$ cat src/rtl/jlv_pkg.sv
package jlv_pkg;

  // Default width of the signed brace and bracket counters
  localparam int unsigned DEPTH_COUNT_BITS = 16;

  // Characters the checker reacts to
  localparam logic [7:0] CH_LBRACE = 8'h7B;
  localparam logic [7:0] CH_RBRACE = 8'h7D;
  localparam logic [7:0] CH_LBRACK = 8'h5B;
  localparam logic [7:0] CH_RBRACK = 8'h5D;
  localparam logic [7:0] CH_QUOTE  = 8'h22;
  localparam logic [7:0] CH_BSLASH = 8'h5C;
  localparam logic [7:0] CH_SPACE  = 8'h20;
  localparam logic [7:0] CH_TAB    = 8'h09;
  localparam logic [7:0] CH_CR     = 8'h0D;
  localparam logic [7:0] CH_NUL    = 8'h00;

  // Lengths of the two required quoted names, quotes included
  localparam logic [3:0] NAME_A_LEN = 4'd11;
  localparam logic [2:0] NAME_B_LEN = 3'd6;

  typedef enum logic [1:0] {
    VERDICT_VALID       = 2'd0,
    VERDICT_PARSE_ERROR = 2'd1,
    VERDICT_NOT_OBJECT  = 2'd2,
    VERDICT_MISSING     = 2'd3
  } verdict_t;

  // Per-message flags and name-match progress
  typedef struct packed {
    logic       past;        // leading whitespace is behind us
    logic       start_err;   // first non-blank byte was not an opener
    logic       brace_start; // first non-blank byte was an opening brace
    logic       in_quotes;
    logic       prior_bs;    // previous byte was a backslash
    logic       overflow;    // a depth counter ran out of range
    logic [3:0] prog_a;
    logic [2:0] prog_b;
    logic [1:0] seen;        // bit 0 first name, bit 1 second name
  } msg_flags_t;

  // Expected byte at each position of the first required name with its quotes
  function automatic logic [7:0] name_a_at(input logic [3:0] idx);
    logic [7:0] ch;
    case (idx)
      4'd0:    ch = CH_QUOTE;
      4'd1:    ch = 8'h74; // t
      4'd2:    ch = 8'h61; // a
      4'd3:    ch = 8'h73; // s
      4'd4:    ch = 8'h6B; // k
      4'd5:    ch = 8'h5F; // _
      4'd6:    ch = 8'h74; // t
      4'd7:    ch = 8'h79; // y
      4'd8:    ch = 8'h70; // p
      4'd9:    ch = 8'h65; // e
      4'd10:   ch = CH_QUOTE;
      default: ch = CH_NUL;
    endcase
    return ch;
  endfunction

  // Expected byte at each position of "file" with its quotes
  function automatic logic [7:0] name_b_at(input logic [2:0] idx);
    logic [7:0] ch;
    case (idx)
      3'd0:    ch = CH_QUOTE;
      3'd1:    ch = 8'h66; // f
      3'd2:    ch = 8'h69; // i
      3'd3:    ch = 8'h6C; // l
      3'd4:    ch = 8'h65; // e
      3'd5:    ch = CH_QUOTE;
      default: ch = CH_NUL;
    endcase
    return ch;
  endfunction

endpackage

$ cat src/rtl/json_light_validator_core.sv
// Streaming JSON shape checker. Bytes of a message enter on the in_ channel,
// one item per clock; the item with in_final_req set ends the message and
// yields one verdict on the out_ channel (0 valid, 1 parse error, 2 not an
// object, 3 a required quoted name missing). A zero byte without final is
// ignored; a zero byte with final only ends the message. The block sustains
// one item per cycle while the input does not stall: each byte is registered,
// then applied to the message state by a single pass of compare and counter
// logic. A verdict is written to the output register as its final byte leaves
// the input register. A final byte waits in the input register only while an
// earlier verdict is still untaken in the output register, and the input
// stalls behind it; otherwise the input never stalls. cfg_task_mode (always
// ready) is meant to be written between messages.
module json_light_validator_core #(
  parameter int unsigned DEPTH_COUNT_BITS = jlv_pkg::DEPTH_COUNT_BITS
) (
  input  logic       clk,
  input  logic       rst_n,
  input  logic       in_valid,
  output logic       in_ready,
  input  logic [7:0] in_text_byte,
  input  logic       in_final_req,
  output logic       out_valid,
  input  logic       out_ready,
  output logic [1:0] out_verdict,
  input  logic       cfg_valid,
  output logic       cfg_ready,
  input  logic       cfg_task_mode
);

  logic                        task_mode_r;
  logic                        s1_valid_r;
  logic [7:0]                  s1_byte_r;
  logic                        s1_final_r;
  logic                        s1_advance;
  jlv_pkg::msg_flags_t         flags_r;
  jlv_pkg::msg_flags_t         flags_nxt;
  logic [DEPTH_COUNT_BITS-1:0] brace_r;
  logic [DEPTH_COUNT_BITS-1:0] brace_nxt;
  logic [DEPTH_COUNT_BITS-1:0] bracket_r;
  logic [DEPTH_COUNT_BITS-1:0] bracket_nxt;
  jlv_pkg::verdict_t           verdict;
  logic                        out_valid_r;
  jlv_pkg::verdict_t           out_verdict_r;

  // Hold a final byte until the output side can take its verdict
  assign s1_advance = s1_valid_r && (!s1_final_r || !out_valid_r || out_ready);
  assign in_ready   = !s1_valid_r || s1_advance;
  assign cfg_ready  = 1'b1;

  // Write the mode register
  always_ff @(posedge clk) begin
    if (!rst_n) begin
      task_mode_r <= 1'b0;
    end else if (cfg_valid && cfg_ready) begin
      task_mode_r <= cfg_task_mode;
    end
  end

  // Input register
  always_ff @(posedge clk) begin
    if (!rst_n) begin
      s1_valid_r <= 1'b0;
    end else if (in_ready) begin
      s1_valid_r <= in_valid;
    end
  end

  always_ff @(posedge clk) begin
    if (in_valid && in_ready) begin
      s1_byte_r  <= in_text_byte;
      s1_final_r <= in_final_req;
    end
  end

  jlv_step #(
    .DEPTH_COUNT_BITS(DEPTH_COUNT_BITS)
  ) u_step (
    .text_byte   (s1_byte_r),
    .final_req   (s1_final_r),
    .task_mode   (task_mode_r),
    .flags_cur   (flags_r),
    .brace_cur   (brace_r),
    .bracket_cur (bracket_r),
    .flags_nxt   (flags_nxt),
    .brace_nxt   (brace_nxt),
    .bracket_nxt (bracket_nxt),
    .verdict     (verdict)
  );

  // Advance the message state
  always_ff @(posedge clk) begin
    if (!rst_n) begin
      flags_r   <= '0;
      brace_r   <= '0;
      bracket_r <= '0;
    end else if (s1_advance) begin
      flags_r   <= flags_nxt;
      brace_r   <= brace_nxt;
      bracket_r <= bracket_nxt;
    end
  end

  // Output register
  always_ff @(posedge clk) begin
    if (!rst_n) begin
      out_valid_r <= 1'b0;
    end else if (s1_advance && s1_final_r) begin
      out_valid_r <= 1'b1;
    end else if (out_ready) begin
      out_valid_r <= 1'b0;
    end
  end

  always_ff @(posedge clk) begin
    if (s1_advance && s1_final_r) begin
      out_verdict_r <= verdict;
    end
  end

  assign out_valid   = out_valid_r;
  assign out_verdict = out_verdict_r;

  // A stall comes only from a final byte meeting an untaken verdict
  a_stall_cause: assert property (@(posedge clk) disable iff (!rst_n)
    !in_ready |-> (s1_valid_r && s1_final_r && out_valid_r))
    else $error("input stalled without a pending verdict");

  // The end of a message leaves the counts cleared
  a_clear_after_final: assert property (@(posedge clk) disable iff (!rst_n)
    (s1_advance && s1_final_r) |=> (brace_r == '0 && bracket_r == '0 &&
                                     flags_r == '0))
    else $error("message state not cleared after verdict");

  // A start error can only follow the end of leading whitespace
  a_start_err_past: assert property (@(posedge clk) disable iff (!rst_n)
    flags_r.start_err |-> flags_r.past)
    else $error("start error without a start byte");

  // Name matchers never reach the full name length in state
  a_prog_range: assert property (@(posedge clk) disable iff (!rst_n)
    (flags_r.prog_a < jlv_pkg::NAME_A_LEN) && (flags_r.prog_b < jlv_pkg::NAME_B_LEN))
    else $error("name match progress out of range");

endmodule

$ cat src/rtl/jlv_step.sv
module jlv_step #(
  parameter int unsigned DEPTH_COUNT_BITS = jlv_pkg::DEPTH_COUNT_BITS
) (
  input  logic [7:0]                   text_byte,
  input  logic                         final_req,
  input  logic                         task_mode,
  input  jlv_pkg::msg_flags_t          flags_cur,
  input  logic [DEPTH_COUNT_BITS-1:0]  brace_cur,
  input  logic [DEPTH_COUNT_BITS-1:0]  bracket_cur,
  output jlv_pkg::msg_flags_t          flags_nxt,
  output logic [DEPTH_COUNT_BITS-1:0]  brace_nxt,
  output logic [DEPTH_COUNT_BITS-1:0]  bracket_nxt,
  output jlv_pkg::verdict_t            verdict
);

  localparam logic [DEPTH_COUNT_BITS-1:0] CNT_MAX = {1'b0, {(DEPTH_COUNT_BITS-1){1'b1}}};
  localparam logic [DEPTH_COUNT_BITS-1:0] CNT_MIN = {1'b1, {(DEPTH_COUNT_BITS-1){1'b0}}};
  localparam logic [DEPTH_COUNT_BITS-1:0] CNT_ONE = {{(DEPTH_COUNT_BITS-1){1'b0}}, 1'b1};

  jlv_pkg::msg_flags_t         f;
  logic [DEPTH_COUNT_BITS-1:0] b;
  logic [DEPTH_COUNT_BITS-1:0] k;
  logic                        go;
  logic                        blank;
  logic [3:0]                  pa;
  logic [2:0]                  pb;

  assign blank = (text_byte == jlv_pkg::CH_SPACE) ||
                 (text_byte >= jlv_pkg::CH_TAB && text_byte <= jlv_pkg::CH_CR);

  // Apply one byte to the message state
  always_comb begin
    f  = flags_cur;
    b  = brace_cur;
    k  = bracket_cur;
    go = 1'b0;
    pa = 4'd0;
    pb = 3'd0;
    if (text_byte != jlv_pkg::CH_NUL) begin
      // Advance the two name matchers over every nonzero byte
      if (text_byte == jlv_pkg::name_a_at(flags_cur.prog_a)) begin
        pa = flags_cur.prog_a + 4'd1;
      end else if (text_byte == jlv_pkg::CH_QUOTE) begin
        pa = 4'd1;
      end
      if (pa == jlv_pkg::NAME_A_LEN) begin
        f.seen[0] = 1'b1;
        pa = 4'd0;
      end
      f.prog_a = pa;
      if (text_byte == jlv_pkg::name_b_at(flags_cur.prog_b)) begin
        pb = flags_cur.prog_b + 3'd1;
      end else if (text_byte == jlv_pkg::CH_QUOTE) begin
        pb = 3'd1;
      end
      if (pb == jlv_pkg::NAME_B_LEN) begin
        f.seen[1] = 1'b1;
        pb = 3'd0;
      end
      f.prog_b = pb;

      // Skip leading blanks, then check the opener
      if (!f.start_err) begin
        go = 1'b1;
        if (!f.past) begin
          if (blank) begin
            go = 1'b0;
          end else begin
            f.past = 1'b1;
            if (text_byte != jlv_pkg::CH_LBRACE && text_byte != jlv_pkg::CH_LBRACK) begin
              f.start_err = 1'b1;
              go = 1'b0;
            end else begin
              f.brace_start = (text_byte == jlv_pkg::CH_LBRACE);
              f.prior_bs = 1'b0;
            end
          end
        end
      end

      // Track quoting and move the depth counts, holding at the range ends
      if (go) begin
        if (text_byte == jlv_pkg::CH_QUOTE && !f.prior_bs) begin
          f.in_quotes = !f.in_quotes;
        end
        if (!f.in_quotes) begin
          if (text_byte == jlv_pkg::CH_LBRACE) begin
            if (b == CNT_MAX) f.overflow = 1'b1;
            else              b = b + CNT_ONE;
          end
          if (text_byte == jlv_pkg::CH_RBRACE) begin
            if (b == CNT_MIN) f.overflow = 1'b1;
            else              b = b - CNT_ONE;
          end
          if (text_byte == jlv_pkg::CH_LBRACK) begin
            if (k == CNT_MAX) f.overflow = 1'b1;
            else              k = k + CNT_ONE;
          end
          if (text_byte == jlv_pkg::CH_RBRACK) begin
            if (k == CNT_MIN) f.overflow = 1'b1;
            else              k = k - CNT_ONE;
          end
        end
        f.prior_bs = (text_byte == jlv_pkg::CH_BSLASH);
      end
    end
  end

  // Judge the message as it stands after this byte
  always_comb begin
    priority if (!f.past || f.start_err || f.overflow ||
                 b != '0 || k != '0) begin
      verdict = jlv_pkg::VERDICT_PARSE_ERROR;
    end else if (task_mode && !f.brace_start) begin
      verdict = jlv_pkg::VERDICT_NOT_OBJECT;
    end else if (task_mode && f.seen != 2'b11) begin
      verdict = jlv_pkg::VERDICT_MISSING;
    end else begin
      verdict = jlv_pkg::VERDICT_VALID;
    end
  end

  // Clear everything once the message ends
  assign flags_nxt   = final_req ? '0 : f;
  assign brace_nxt   = final_req ? '0 : b;
  assign bracket_nxt = final_req ? '0 : k;

endmodule
$ cat config.mk
export PLATFORM = sky130hd
export DESIGN_NAME = json_light_validator_core
export DESIGN_NICKNAME = d
export VERILOG_FILES = /design/src/rtl/jlv_pkg.sv /design/src/rtl/json_light_validator_core.sv /design/src/rtl/jlv_step.sv
export SDC_FILE = /design/constraint.sdc
export NUM_CORES = 1
export LEC_CHECK = 0
export BUFFER_PORTS_ARGS = -buffer_cell sky130_fd_sc_hd__buf_2
export CELL_PAD_IN_SITES_DETAIL_PLACEMENT = 1
export CELL_PAD_IN_SITES_GLOBAL_PLACEMENT = 2
export CORE_ASPECT_RATIO = 1.25
export CORE_MARGIN = 1.5
export CORE_UTILIZATION = 34
export DETAILED_ROUTE_END_ITERATION = 12
export HOLD_SLACK_MARGIN = 0.03
export PLACE_DENSITY_LB_ADDON = 0.1
export SYNTH_ARGS = -nofsm -noshare
export SYNTH_HDL_FRONTEND = slang
export SYNTH_HIERARCHICAL = 1
export SYNTH_SLANG_ARGS = --single-unit
$ cat constraint.sdc
create_clock -name clk -period 4.65 [get_ports clk]
set_clock_uncertainty 0.1 [all_clocks]
set_input_delay 0.93 -clock clk [delete_from_list [all_inputs] [get_ports clk]]
set_output_delay 0.93 -clock clk [all_outputs]
set_load 0.1 [all_outputs]
# Yosys cells after proc, flatten, opt, wreduce, memory -nomap -nowiden
# Memory sizes are Yosys's and may differ from the RTL's. A register that Yosys moved wholly into a read port is not among the register bits.
# Index checks and enable logic that the tools add are counted.
# Widths: inputs -> output; s select.
# word_totals
input_bits,15
elab_cells,153
register_bits,61
mem_bits_ro,112
memories,1
# mem_list
name,words,word_bits,read_ports,rd_ports_with_merged_regs,write_ports,line,text
(name not given),16,7,1,1,0,jlv_pkg.sv:45,case (idx)
# op_classes
magnitude_cmp,2
mux,71
n_eq_ne,23
n_reduce_logical,33
addsub,6
# op_table
cell,count
$mux 16,22
$eq 8x7->1 const B,5
$pmux 7 s5,1
$add 16x1->16 const B,2
$eq 16x15->1 const B,2
$eq 16x16->1 const B,2
$reduce_bool 16->1,2
$sub 16x1->16 const B,2
$mux 1,30
$mux 15,2
$mux 3,7
$mux 4,5
$eq 8x6->1 const B,2
$eq 8x8->1,2
$mux 8,2
$ne 8x7->1 const B,2
$eq 3x3->1 const B,3
$ge 8x4->1 const B,1
$le 8x4->1 const B,1
$logic_and 1x1->1,8
$logic_or 1x1->1,8
$reduce_bool 8->1,1
$logic_not 1->1,7
$eq 3x2->1 const B,2
other kinds (11),14

# Longest topological paths before layout
# Gate-level depths: netlist of the first run.
# logic_depth
depth_word,30
ltp_mapped,18
mapped_depth_nobuf,16

# By module
# Netlist of the first run, hierarchy kept.
# modules_own_cells
mod,area_per_inst_um2,cells_per_inst,n_inst
jlv_step,4503.1,742,1
json_light_validator_core,2356.0,231,1

# Worst setup path before layout of the first run
# Ideal clock, no wire load.
# synth_timing
kind,register -> register
start,register bracket_r[4]
end,register out_verdict_r[0] (netlist: out_verdict[0]) (data pin)
stages_incl_launch_ff,16
path_buffers,2
t_required_ns,4.278
setup_time_ns,0.272
path_slack_ns,-0.142
arrival_ns,4.420
cell_sequence,dfxtp_1 > buf_4 > nand4_1 > nor4_1 > nor2_1 > xnor2_1 > ha_1 > inv_1 > a211oi_1 > clkbuf_1 > nand4_1 > a2111oi_2 > a311oi_1 > a2111o_1 > or4_1 > or4b_1
# synth_via
elab_chain_cells,15
word_cells_on_any_way,25
classes_between,2 x add/sub; 2 x eq/ne; 17 x mux; 4 x reduce/logical
# synth_lines
item,line,text
start: declaration,json_light_validator_core.sv:39,logic [DEPTH_COUNT_BITS-1:0] bracket_r;
start signal: assignment,json_light_validator_core.sv:99,bracket_r <= bracket_nxt;
"parallel branches: the longest is 14 deep, another holds $add 16x1->16",-,
$logic_or 1x1->1 *,jlv_step.sv:112,b != '0 || k != '0) begin
end signal: assignment,json_light_validator_core.sv:116,out_verdict_r <= verdict;
end: declaration,json_light_validator_core.sv:43,jlv_pkg::verdict_t out_verdict_r;
# Every way passes the cells marked *. The select of a mux whose other input is x is not followed.
# A chain may end at the register's enable or synchronous reset.

# Worst setup path after layout of the first run
# layout_timing
start,register s1_byte_r[2]
end,register out_verdict_r[0] (netlist: out_verdict[0]) (data pin)
# layout_via
elab_chain_cells,18
word_cells_on_any_way,91
classes_between,2 x add/sub; 2 x order compare; 15 x eq/ne; 56 x mux; 16 x reduce/logical
# layout_lines
item,line,text
start: declaration,json_light_validator_core.sv:32,logic [7:0] s1_byte_r;
start signal: assignment,json_light_validator_core.sv:70,s1_byte_r <= in_text_byte;
"parallel branches: the longest is 18 deep, another holds $sub 16x1->16",-,
# Parallel ways; which one is timed is not known. The select of a mux whose other input is x is not followed.

==> results of run 1 <==
==> worst max-delay path: cells and delay by family, from the launching register on <==
kind                   cells  cell delay (ns)
AOI/OAI and AO/OA          3             1.08
buffers and inverters      2             0.36
DFF                        1             0.45
and+or+nand+nor            6             2.03
muxes                      1             0.35
==> sequential cells by signal (all words and copies together) (netlist names) <==
signal       count
brace_r         16
bracket_r       16
flags_r         15
s1_byte_r        8
out_verdict      2
out_valid        1
s1_final_r       1
s1_valid_r       1
task_mode_r      1
==> path summary, 6_finish.rpt <==
| path | to | slack, ns | cells after the start |
|---|---|---|---|
| worst min-delay path | flags_r[1]$_SDFFE_PN0P_ | 0.37 | 2 |
| worst min register to register | flags_r[1]$_SDFFE_PN0P_ | 0.37 | 2 |
| worst max-delay path | out_verdict[0]$_DFFE_PP_ | 0.009 | 12 |
| worst max register to register | out_verdict[0]$_DFFE_PP_ | 0.009 | 12 |
==> metal layers <==
layer	vias up	part of all wire
met5	-	0
met4	0	0.042
met3	70	0.030
met2	195	0.50
met1	3923	0.43
li1	3718	-
==> power breakdown <==
part           switching, mW  internal [mW]
Clock                  0.268          0.388
Combinational          0.110         0.0693
Sequential            0.0114          0.546
Total                  0.390           1.00
==> final cells by class <==
class	count	share of cell area
multi-input cells	812	0.616
clock inverters	4	0.00284
well taps	265	0.0397
flip-flops and latches	61	0.159
inverters	20	0.00898
clock buffers	12	0.0307
repair buffers	159	0.142
==> through the flow <==
step	instance area (µm²)	std cells	setup WS, ns
2_1_floorplan	6870	973	0.0120
3_3_place_gp	7930	1306	0.00433
5_1_grt	8360	1333	-0.0380
6_report	8360	1333	0.00945
3_5_place_dp	7930	1306	-0.105
4_1_cts	8230	1324	0.00593
==> cells by family after synthesis <==
kind of cell    count (synthesis)  synth area share
mux                            59            0.0865
buf+inv                       100            0.0662
fa+ha+maj                      16            0.0292
xor+xnor                       40            0.0511
simple gates                  500             0.371
compound gates                196             0.202
other cells                     1          0.000547
flops                          61             0.194
==> synth_stat cells, drive strengths merged (10+ instances only) <==
| master | number |
|---|---|
| nand2 | 172 |
| nor2 | 97 |
| mux2i | 57 |
| dfxtp | 50 |
| clkbuf | 47 |
| o21ai | 42 |
| a21oi | 39 |
| nand3 | 36 |
| buf | 33 |
| nand4 | 26 |
| nor3 | 26 |
| xnor2 | 26 |
| nor4 | 23 |
| inv | 20 |
| and2 | 18 |
| ha | 16 |
| nor2b | 15 |
| xor2 | 14 |
| and3 | 13 |
| and4 | 13 |
| or3 | 13 |
| a211oi | 12 |
| edfxtp | 11 |
| or4 | 10 |
==> timing repair <==
action | in CTS | in global routing
gates resized for setup | 2 | 15
pin swaps | 1 | 7
endpoints found under the setup margin | 1 | 2
buffers inserted | 2 | 9
==> run summary, run 1 <==
Dividing the synthesized area by the synthesized cell count gives 7.05 µm². The die is 130 µm wide. Entering global routing, the biggest net connects 98 pins.

The count of buffers added on input and output ports is 18. During I/O placement, the number of pins put on the boundary was 20. Layout overhead on the synthesized area: 21.9%.

The post-detailed-placement half-perimeter wirelength was 23600 µm. The post-route antenna net violation count was 0; the total routed wirelength was 30100 µm. Across the run, the number of max-cap violations was 0.

The share of the clock period used by the worst path is 0.998. The logs give 0 for the final-report max-slew violation count and 2495 for the total of fill cells in the finished design. Yosys attributes the largest share of cell area to sky130_fd_sc_hd__dfxtp_1 (15%), sky130_fd_sc_hd__nand2_1 (9.4%), sky130_fd_sc_hd__mux2i_1 (8.3%).

Based on the critical path, the design can be clocked at up to 215 MHz. The layout cell share with drive strength beyond 1 was 0.197; the number of global-route vias before repair was 8096. The run finished with clean final reports.

For the sequential-to-total area share from yosys stat, the log shows 0.194. The slowest stage of the critical path is the sky130_fd_sc_hd__o311ai_0 cell. The library cell used most frequently in the layout, excluding fill and tap cells, is sky130_fd_sc_hd__nand2_1. The number of hold-slack violations in the final timing report is 0, and the y dimension of the die is 162 µm.

Traced cell by cell, the critical path runs through nand4b_4, buf_4, buf_4, nor4_1, mux2i_1, a21boi_2, nand3_1, o311ai_0, a211oi_1, or3_1, nor4_1, or4b_1. Post-layout net count: 1094. After global routing the overflow that remains totals 0. The run gives 4.62 ns as the worst endpoint required time. TritonCTS built the clock tree. Yosys printed 6 warnings. The final core utilization is 0.426.

For the leakage dissipation, the log shows 3.07 nW. The global router's overall resource usage was 0.288. The most used flip-flop cell after synthesis was sky130_fd_sc_hd__dfxtp_1.

The run gives 81 as the number of library cell types mapped by synthesis. The ratio of total power to cell area was 167 mW/mm². The most heavily used metal layer in global routing is met2. The logs give 0.351 for the met1 global-route usage and 2 for the maximum buffer depth of the clock tree.

The die outline area is 0.0210 mm², and the relative slew slack is 0.323. The via-per-instance ratio was 5.93; the cell row count was 57. After the first detailed-routing iteration, the DRC count stood at 513. VDD sags by at most 0.000178 V. The worst setup path is captured at a register. The clock reaches the later pin of the worst-skew pair after 0.35 ns.

For the pin with the worst max-slew slack, the measured transition is 1.02 ns. The worst path needs 4.64 ns of the cycle, external delays included. After detailed routing, the average wire length per cell comes to 22.6 µm. The global-route met2 utilization was 0.508; the clock-pin slew of the registers on the worst-case setup and hold paths was 0.06 ns. The run gives 4.61 ns as the data arrival time of the worst path.

The first global-routing pass estimated 46200 µm of wire. The worst register-to-register path begins at s1_byte_r[2]$_DFFE_PP_. The maximum fanout count along the critical path was 6; the number of antenna violations at the first check in global routing was 0. The number of antenna diodes in the final layout is 0. The hold path startpoint was flags_r[1]$_SDFFE_PN0P_.

The area share of the leading cell type in the synthesized netlist was 0.146. The number of nets in the synthesized netlist is 1004. The met3 usage was 0.0306.

Counting flops with a built-in enable in the synthesized netlist gives 11. The weighted congestion at the end of routability-driven global placement is 0.948, and the fraction of registers with async set/reset is 0. Summed over all failing endpoints, the final setup total negative slack is 0 ns. The clock tree synthesis step divided the H-tree into 3 levels. Worst hold path class: register to register. The logs give 0.00133 mm² for the register area and 0 for the count of hold buffers inserted by post-cts repair. The number of vias in the routed layout was 7906; the biggest cell delay along the critical path was 0.52 ns. The worst setup path is of the register to register kind. The worst setup path is launched from a register.

The logs give 0.0196 mm² for the placeable core region and 0.370 ns for the final worst hold slack. Tracing the worst setup path back leads to its startpoint at s1_byte_r[2]$_DFFE_PP_. The starting utilization of the core area is 0.350. Leaving out fill and tap cells, the most frequent cells in the layout are sky130_fd_sc_hd__nand2_1 (172), sky130_fd_sc_hd__buf_4 (139), sky130_fd_sc_hd__nor2_1 (96). The completed layout was analyzed and its total power is 1.39 mW.

TritonCTS created 9 clock buffers. Counting every instance in the synthesized netlist gives 973. The synthesized design contains 61 register bits. The multi-input combinational cells in the finished layout cover a total of 0.00515 mm².

For this run, the detailed router's first-pass iteration total came to 5. The dominant cell type by area after synthesis is sky130_fd_sc_hd__dfxtp_1. For this run, design rule violations remaining after detail routing come to 0. The number of failing setup endpoints in the final timing report came out at 0. The clock root buffer master was sky130_fd_sc_hd__clkbuf_16.

Cell area after synthesis: 0.00686 mm². The clock net in this run drives a total of 61 sinks.
Power figures use the tool's default switching activity.
==> run 2, diff against run 1 <==
--- a/config.mk
+++ b/config.mk
@@ -8,7 +8,7 @@
 export BUFFER_PORTS_ARGS = -buffer_cell sky130_fd_sc_hd__buf_2
 export CELL_PAD_IN_SITES_DETAIL_PLACEMENT = 1
 export CELL_PAD_IN_SITES_GLOBAL_PLACEMENT = 2
-export CORE_ASPECT_RATIO = 1.25
+export CORE_ASPECT_RATIO = 1.5
 export CORE_MARGIN = 1.5
 export CORE_UTILIZATION = 34
 export DETAILED_ROUTE_END_ITERATION = 12
==> run 2 against run 1 <==
Critical path depth increased by 1. Count of clock-buffer cells in the layout shrank 3. Global-route usage grew 1.9 points. Wire length is 6.4% higher. Largest cell class unchanged. Sequential power hardly changed. Critical path type unchanged.
==> run summary, run 2 (same netlist as run 1, synthesis figures left out) <==
The number of max-cap violations was 0 (unchanged). The clock insertion delay at the later pin of the skew report is 0.36 ns (about the same), and the y dimension of the die is 177 µm (+9.4%). For the global-route wire length before repair, the log shows 49100 µm (+6.1%). The maximum number of pins on one net before global-route repair came out at 98 (unchanged). The post-detailed-route wirelength per cell is 24.2 µm (+6.8%), and the post-route DRC violation count is 0 (unchanged). The tools report the starting utilization of the core area as 0.347 (-0.00305). The layout overhead on the synthesized area was 22.2%; the data arrival time of the worst path was 4.54 ns (-0.07 ns). The port buffer count is 18 (unchanged). The number of vias in the routed layout is 8032 (+1.6%), and the total clock sinks is 61 (unchanged). On the critical path the largest part of the delay comes from simple AND/OR/NAND/NOR gates. The global router's overall resource usage is 0.307 (+0.0189), and the worst-margin pin slew is 1.03 ns (+0.0128 ns).

The global route total overflow is 0 (unchanged). The hold path startpoint is flags_r[0]$_SDFFE_PN0P_. For the post-route antenna net violation count, the log shows 0 (unchanged).

The number of antenna violations at the first check in global routing came out at 1 (+1). The maximum fanout count along the critical path is 7 (+1). The critical path starts at s1_byte_r[7]$_DFFE_PP_. Biggest cell delay along the critical path: 0.54 ns (+0.02 ns). Peak clock frequency supported by timing: 220 MHz (+2.0%). The slowest library cell on the worst path was sky130_fd_sc_hd__or4_4. The tools report the number of hold-slack violations in the final timing report as 0 (unchanged). Worst setup margin: 0.103 ns (+0.0931 ns). By startpoint and endpoint, the worst setup path is classified as register to register. The run gives 1094 (unchanged) as the post-layout net count. The worst vdd rail ir drop was 0.000161 V (-9.6%); the leakage dissipation was 3.07 nW (about the same).

The clock-pin slew of the registers on the worst-case setup and hold paths was 0.06 ns (about the same); the relative slew slack was 0.314 (-0.00856). CTS placed an instance of sky130_fd_sc_hd__clkbuf_16 at the clock tree root. The library cell used most frequently in the layout, excluding fill and tap cells, is sky130_fd_sc_hd__nand2_1. Total routed wirelength: 32100 µm (+6.4%).

The number of buffers created by CTS was 9 (unchanged); the final worst hold slack was 0.374 ns (+0.00408 ns). The die outline area came out at 0.0211 mm² (about the same). The element type at the critical path start was a register. The tools report the I/O pin count as 20 (unchanged).

Walking the worst path, the cells encountered are buf_6, nand4bb_4, or4_4, or4_4, a211oi_4, buf_4, buf_4, nand3_1, mux2i_2, o21ai_1, a2111o_1, or4_4, or4b_1. In this design, the critical path's most frequently occurring cell is sky130_fd_sc_hd__or4_4. Maximum level of the CTS H-tree: 3 (unchanged). The largest registers in the layout are brace_r: 16 flops, bracket_r: 16 flops, flags_r: 15 flops. The via-per-instance ratio came out at 6.05 (+2.0%). The worst hold path belongs to the class register to register. The run finished with clean final reports.

The final period demand of the worst path was 4.55 ns (-0.0931 ns); the number of iterations in the first detailed-routing pass was 5 (unchanged). The placeable core region is 0.0198 mm² (+0.88%), and the maximum buffer depth of the clock tree is 2 (unchanged). The weighted congestion at the end of routability-driven global placement is 0.934 (-1.6%). Layout cell share with drive strength beyond 1: 0.201 (+0.00468). The worst endpoint required time is 4.64 ns (+0.02 ns).

The number of DRC markers in iteration 0 was 543 (+5.8%). The tools report the worst slack at placement as -0.324 ns (-0.219 ns). TritonCTS built the clock tree.

In the layout the commonest cells are sky130_fd_sc_hd__nand2_1 (171), sky130_fd_sc_hd__buf_4 (138), sky130_fd_sc_hd__nor2_1 (96). The capturing element type of the critical path is a register. The logs give 24700 µm (+5.0%) for the post-detailed-placement half-perimeter wirelength and 0 (unchanged) for the number of failing setup endpoints in the final timing report. The run gives 63 (+11%) as the cell row count. The tools report the launch point of the worst reg-to-reg path as s1_byte_r[7]$_DFFE_PP_.

The tools report the number of global-route vias before repair as 8420 (+4.0%). The share of the clock period used by the worst path was 0.978 (-0.0200). The ratio of total power to cell area is 172 mW/mm² (+2.9%).

The count of hold buffers inserted by post-cts repair is 0 (unchanged). The number of diodes added for antenna fixing came out at 0 (unchanged). The final-report max-slew violation count was 0 (unchanged); the die span in x was 119 µm (-8.5%). The buffering stage count on the worst path with inverters included is 3 (+1), and the total of fill cells in the finished design is 2526 (+1.2%).
## run 2: power by group
| part | total (mW) | switching, mW | internal (mW) |
|---|---|---|---|
| combinational | 0.181 | 0.116 | 0.0645 |
| clock | 0.702 | 0.290 | 0.412 |
| sequential | 0.555 | 0.00893 | 0.546 |
| total | 1.44 | 0.415 | 1.02 |
## run 2: final cells by class
class	count	area [µm²]	share of cell area
multi-input combinational	812	5170	0.617
sequential	61	1330	0.159
timing repair buffer	159	1180	0.141
tap	260	325	0.0388
clock buffer	9	225	0.0269
inverter	20	75.1	0.00896
clock inverter	7	65.1	0.00776
## run 2: what timing repair did
action,in CTS,in global routing
pin swaps,2,12
setup buffers,2,9
endpoints found under the setup margin,2,2
resized for setup,4,20
## run 2: path summary, 6_finish.rpt
path / endpoint / cells past startpoint / slack [ns]
worst max-delay path: out_verdict[0]$_DFFE_PP_ / 13 / 0.10
worst min-delay path: flags_r[0]$_SDFFE_PN0P_ / 2 / 0.37
worst max register to register: out_verdict[0]$_DFFE_PP_ / 13 / 0.10
worst min register to register: flags_r[0]$_SDFFE_PN0P_ / 2 / 0.37
## run 2: tightest hold or removal path, cell delays in order (launching register included)
cell	delay, ns
sky130_fd_sc_hd__dfxtp_1	0.31
sky130_fd_sc_hd__nand2_1	0.05
sky130_fd_sc_hd__mux2i_1	0.06
## run 2: layer usage
metal  vias up  track usage  wire length [µm]
li1       3723            -                 -
met1      3966        0.333             12300
met2       239        0.559             16400
met3       102       0.0383              1230
met4         2        0.199              2180
met5         -            0                10
## run 2: metrics by stage
step	instances	total power [mW]	instance area [µm²]	TNS, ns	util
6_report	1328	1.44	8380	0	0.424
3_3_place_gp	1301	0.738	7910	-0.127	0.400
2_1_floorplan	973	0.676	6870	0	-
4_1_cts	1319	1.46	8230	0	0.416
3_5_place_dp	1301	0.742	7910	-0.329	0.400
5_1_grt	1328	1.48	8380	-0.00522	0.424
==> run 3, diff against run 2 <==
--- a/config.mk
+++ b/config.mk
@@ -10,7 +10,8 @@
 export CELL_PAD_IN_SITES_GLOBAL_PLACEMENT = 2
 export CORE_ASPECT_RATIO = 1.5
 export CORE_MARGIN = 1.5
-export CORE_UTILIZATION = 34
+export CORE_UTILIZATION = 37
+export CTS_CLUSTER_SIZE = 30
 export DETAILED_ROUTE_END_ITERATION = 12
 export HOLD_SLACK_MARGIN = 0.03
 export PLACE_DENSITY_LB_ADDON = 0.1
==> constraint.sdc (replaced) <==
create_clock -name clk -period 4.6 [get_ports clk]
set_clock_uncertainty 0.1 [all_clocks]
set_input_delay 0.92 -clock clk [delete_from_list [all_inputs] [get_ports clk]]
set_output_delay 0.92 -clock clk [all_outputs]
set_load 0.1 [all_outputs]
==> run 3 against run 2 <==
Register-to-register slack lost 0.03 ns. Via count is 0.37% higher. Die area down 7.9%. Design area shrank 0.82%. Critical path depth is 1 lower. Final cell count fell by 3.2%. Clock power fell by 2%. Largest cell class unchanged.
==> run summary, run 3 (same netlist as run 1, synthesis figures left out) <==
The worst slack at placement was -0.196 ns (+0.128 ns); the maximum fanout count along the critical path was 5 (-2). The peak clock frequency supported by timing came out at 221 MHz (+0.45%). For the routed wire length on met3, the log shows 1190 µm (-3.4%). The worst setup margin came out at 0.0732 ns (-0.0294 ns). For the die outline area, the log shows 0.0194 mm² (-7.9%).

The logs give 57 (-42%) for the maximum number of pins on one net before global-route repair and 1094 (unchanged) for the post-layout net count. The final core utilization was 0.461 (+0.0377); the weighted congestion at the end of routability-driven global placement was 0.982 (+5.2%). The via-per-instance ratio was 6.27 (+3.7%); the die span in x was 114 µm (-4.0%).

For the total clock sinks, the log shows 61 (unchanged). The critical path goes through nand4_1, buf_4, buf_4, or4_4, or4_4, a211oi_4, nand4_1, a2111oi_4, a311oi_2, a2111o_1, or4_1, or4b_1. The maximum buffer depth of the clock tree is 2 (unchanged), and the port buffer count is 18 (unchanged). Y dimension of the die: 170 µm (-4.1%).

The tools report the number of buffers created by CTS as 9 (unchanged). The slowest stage of the critical path belongs to the cell sky130_fd_sc_hd__or4b_1. The worst setup path is captured at a register. The number of global-route vias before repair is 8468 (+0.57%), and the post-detailed-route wirelength per cell is 23.8 µm (-1.6%).

The final period demand of the worst path works out to 4.53 ns (-0.0206 ns). The number of iterations in the first detailed-routing pass was 5 (unchanged); the relative slew slack was 0.271 (-0.0433). The maximum level of the CTS H-tree came out at 3 (unchanged).

In the layout the commonest cells are sky130_fd_sc_hd__nand2_1 (171), sky130_fd_sc_hd__buf_4 (139), sky130_fd_sc_hd__nor2_1 (96). TritonCTS built the clock tree. Clock insertion delay at the later pin of the skew report: 0.34 ns (-0.02 ns). Buffering stage count on the worst path with inverters included: 2 (-1). The ratio of total power to cell area was 171 mW/mm² (-0.22%); the post-detailed-placement cell area was 0.00790 mm² (-0.11%). The number of antenna violations at the first check in global routing was 0 (-1).

The total routed wirelength is 30500 µm (-4.8%), and the number of vias in the routed layout is 8062 (+0.37%). The starting utilization of the core area is 0.381 (+0.0340). Broken down by cell family, the worst path's largest delay share belongs to simple AND/OR/NAND/NOR gates. The run finished with clean final reports. The share of the clock period used by the worst path came out at 0.984 (+0.00615).

The data arrival time of the worst path was 4.50 ns (-0.04 ns); the final-report max-slew violation count was 0 (unchanged). The global-route wire length before repair was 47300 µm (-3.7%); the layout overhead on the synthesized area was 21.2%. The setup TNS came out at 0 ns (unchanged). The tools report the I/O pin count as 20 (unchanged). The run gives 0.319 (+0.0120) as the global router's overall resource usage.

The number of failing setup endpoints in the final timing report was 0 (unchanged). The number of hold-slack violations in the final timing report came out at 0 (unchanged). Uppermost signal routing layer after detailed routing: met4.

Worst endpoint required time: 4.58 ns (-0.06 ns). For the number of diodes added for antenna fixing, the log shows 0 (unchanged). The placeable core region is 0.0180 mm² (-8.9%).

The min-delay analysis places its worst path in the category register to register. For the number of max-cap violations, the log shows 0 (unchanged). The logs give 15800 µm (-3.6%) for the routed length on met2 and 508 (-6.4%) for the number of DRC markers in iteration 0. The clock-pin slew of the registers on the worst-case setup and hold paths works out to 0.06 ns (about the same).

The layout cell share with drive strength beyond 1 is 0.199 (-0.00281). The leakage dissipation was 3.07 nW (-0.18%). The final instance area is 0.00831 mm² (-0.82%).

The library cell used most frequently in the layout, excluding fill and tap cells, is sky130_fd_sc_hd__nand2_1. The clock root buffer master was sky130_fd_sc_hd__clkbuf_16. For the global route total overflow, the log shows 0 (unchanged). The worst-margin pin slew works out to 1.09 ns (+0.0649 ns). In the final layout, the registers with the most flip-flops are brace_r: 16 flops, bracket_r: 16 flops, flags_r: 15 flops.

The post-route antenna net violation count came out at 0 (unchanged). The type of the setup path with the least slack is register to register. Element type at the critical path start: a register. The post-route DRC violation count came out at 0 (unchanged). The total routed wire length on the met1 layer is 11700 µm (-4.4%). The post-detailed-placement half-perimeter wirelength is 23900 µm (-3.2%), and the biggest cell delay along the critical path is 0.54 ns (about the same). The cell row count was 60 (-4.8%); the worst vdd rail ir drop was 0.000150 V (-6.4%). Setup repair after global routing could not meet its margin everywhere. For the flop-to-flop setup slack, the log shows 0.07 ns (-0.03 ns).
[run 3: path summary, 6_finish.rpt]
| path | startpoint | end | depth (start not counted) |
|---|---|---|---|
| min | flags_r[0]$_SDFFE_PN0P_ | flags_r[0]$_SDFFE_PN0P_ | 2 |
| max | bracket_r[5]$_SDFFE_PN0P_ | out_verdict[0]$_DFFE_PP_ | 12 |
| max reg2reg | bracket_r[5]$_SDFFE_PN0P_ | out_verdict[0]$_DFFE_PP_ | 12 |
| min reg2reg | flags_r[0]$_SDFFE_PN0P_ | flags_r[0]$_SDFFE_PN0P_ | 2 |
[run 3: where the power goes]
part	internal, mW	switching [mW]	leakage [nW]
Sequential	0.552	0.00820	0.507
Clock	0.417	0.269	0.139
Combinational	0.0620	0.115	2.42
[run 3: final cells by class]
| class | count | area (µm²) |
|---|---|---|
| Clock buffer | 11 | 233 |
| Clock inverter | 5 | 52.6 |
| Fill cell | 2315 | 9710 |
| Inverter | 20 | 75.1 |
| Multi-Input combinational cell | 812 | 5180 |
| Sequential cell | 61 | 1330 |
| Tap cell | 217 | 272 |
| Timing Repair Buffer | 159 | 1160 |
[run 3: per-layer routing]
layer / vias up / global-route usage
li1: 3728 / -
met1: 3984 / 0.344
met2: 243 / 0.586
met3: 107 / 0.0421
met4: 0 / 0.188
met5: - / 0
[run 3: timing repair]
action / 4_1_cts / 5_1_grt
hold buffers: 0 / 0
buffers inserted: 3 / 0
setup endpoints to repair: 1 / 2
pin swaps: 4 / 5
gates resized for setup: 9 / 13
[run 3: through the flow]
stage / power, mW / hold WS, ns / std cells
3_5_place_dp: 0.742 / 0.365 / 1266
3_3_place_gp: 0.737 / 0.345 / 1266
5_1_grt: 1.47 / 0.409 / 1285
4_1_cts: 1.44 / 0.372 / 1285
2_1_floorplan: 0.684 / 0.331 / 973
6_report: 1.42 / 0.371 / 1285
[run 3: worst min-delay path: stages, from the launching register on]
cell and delay, ns:
sky130_fd_sc_hd__dfxtp_1 0.31, sky130_fd_sc_hd__nand2_1 0.05, sky130_fd_sc_hd__mux2i_1 0.06
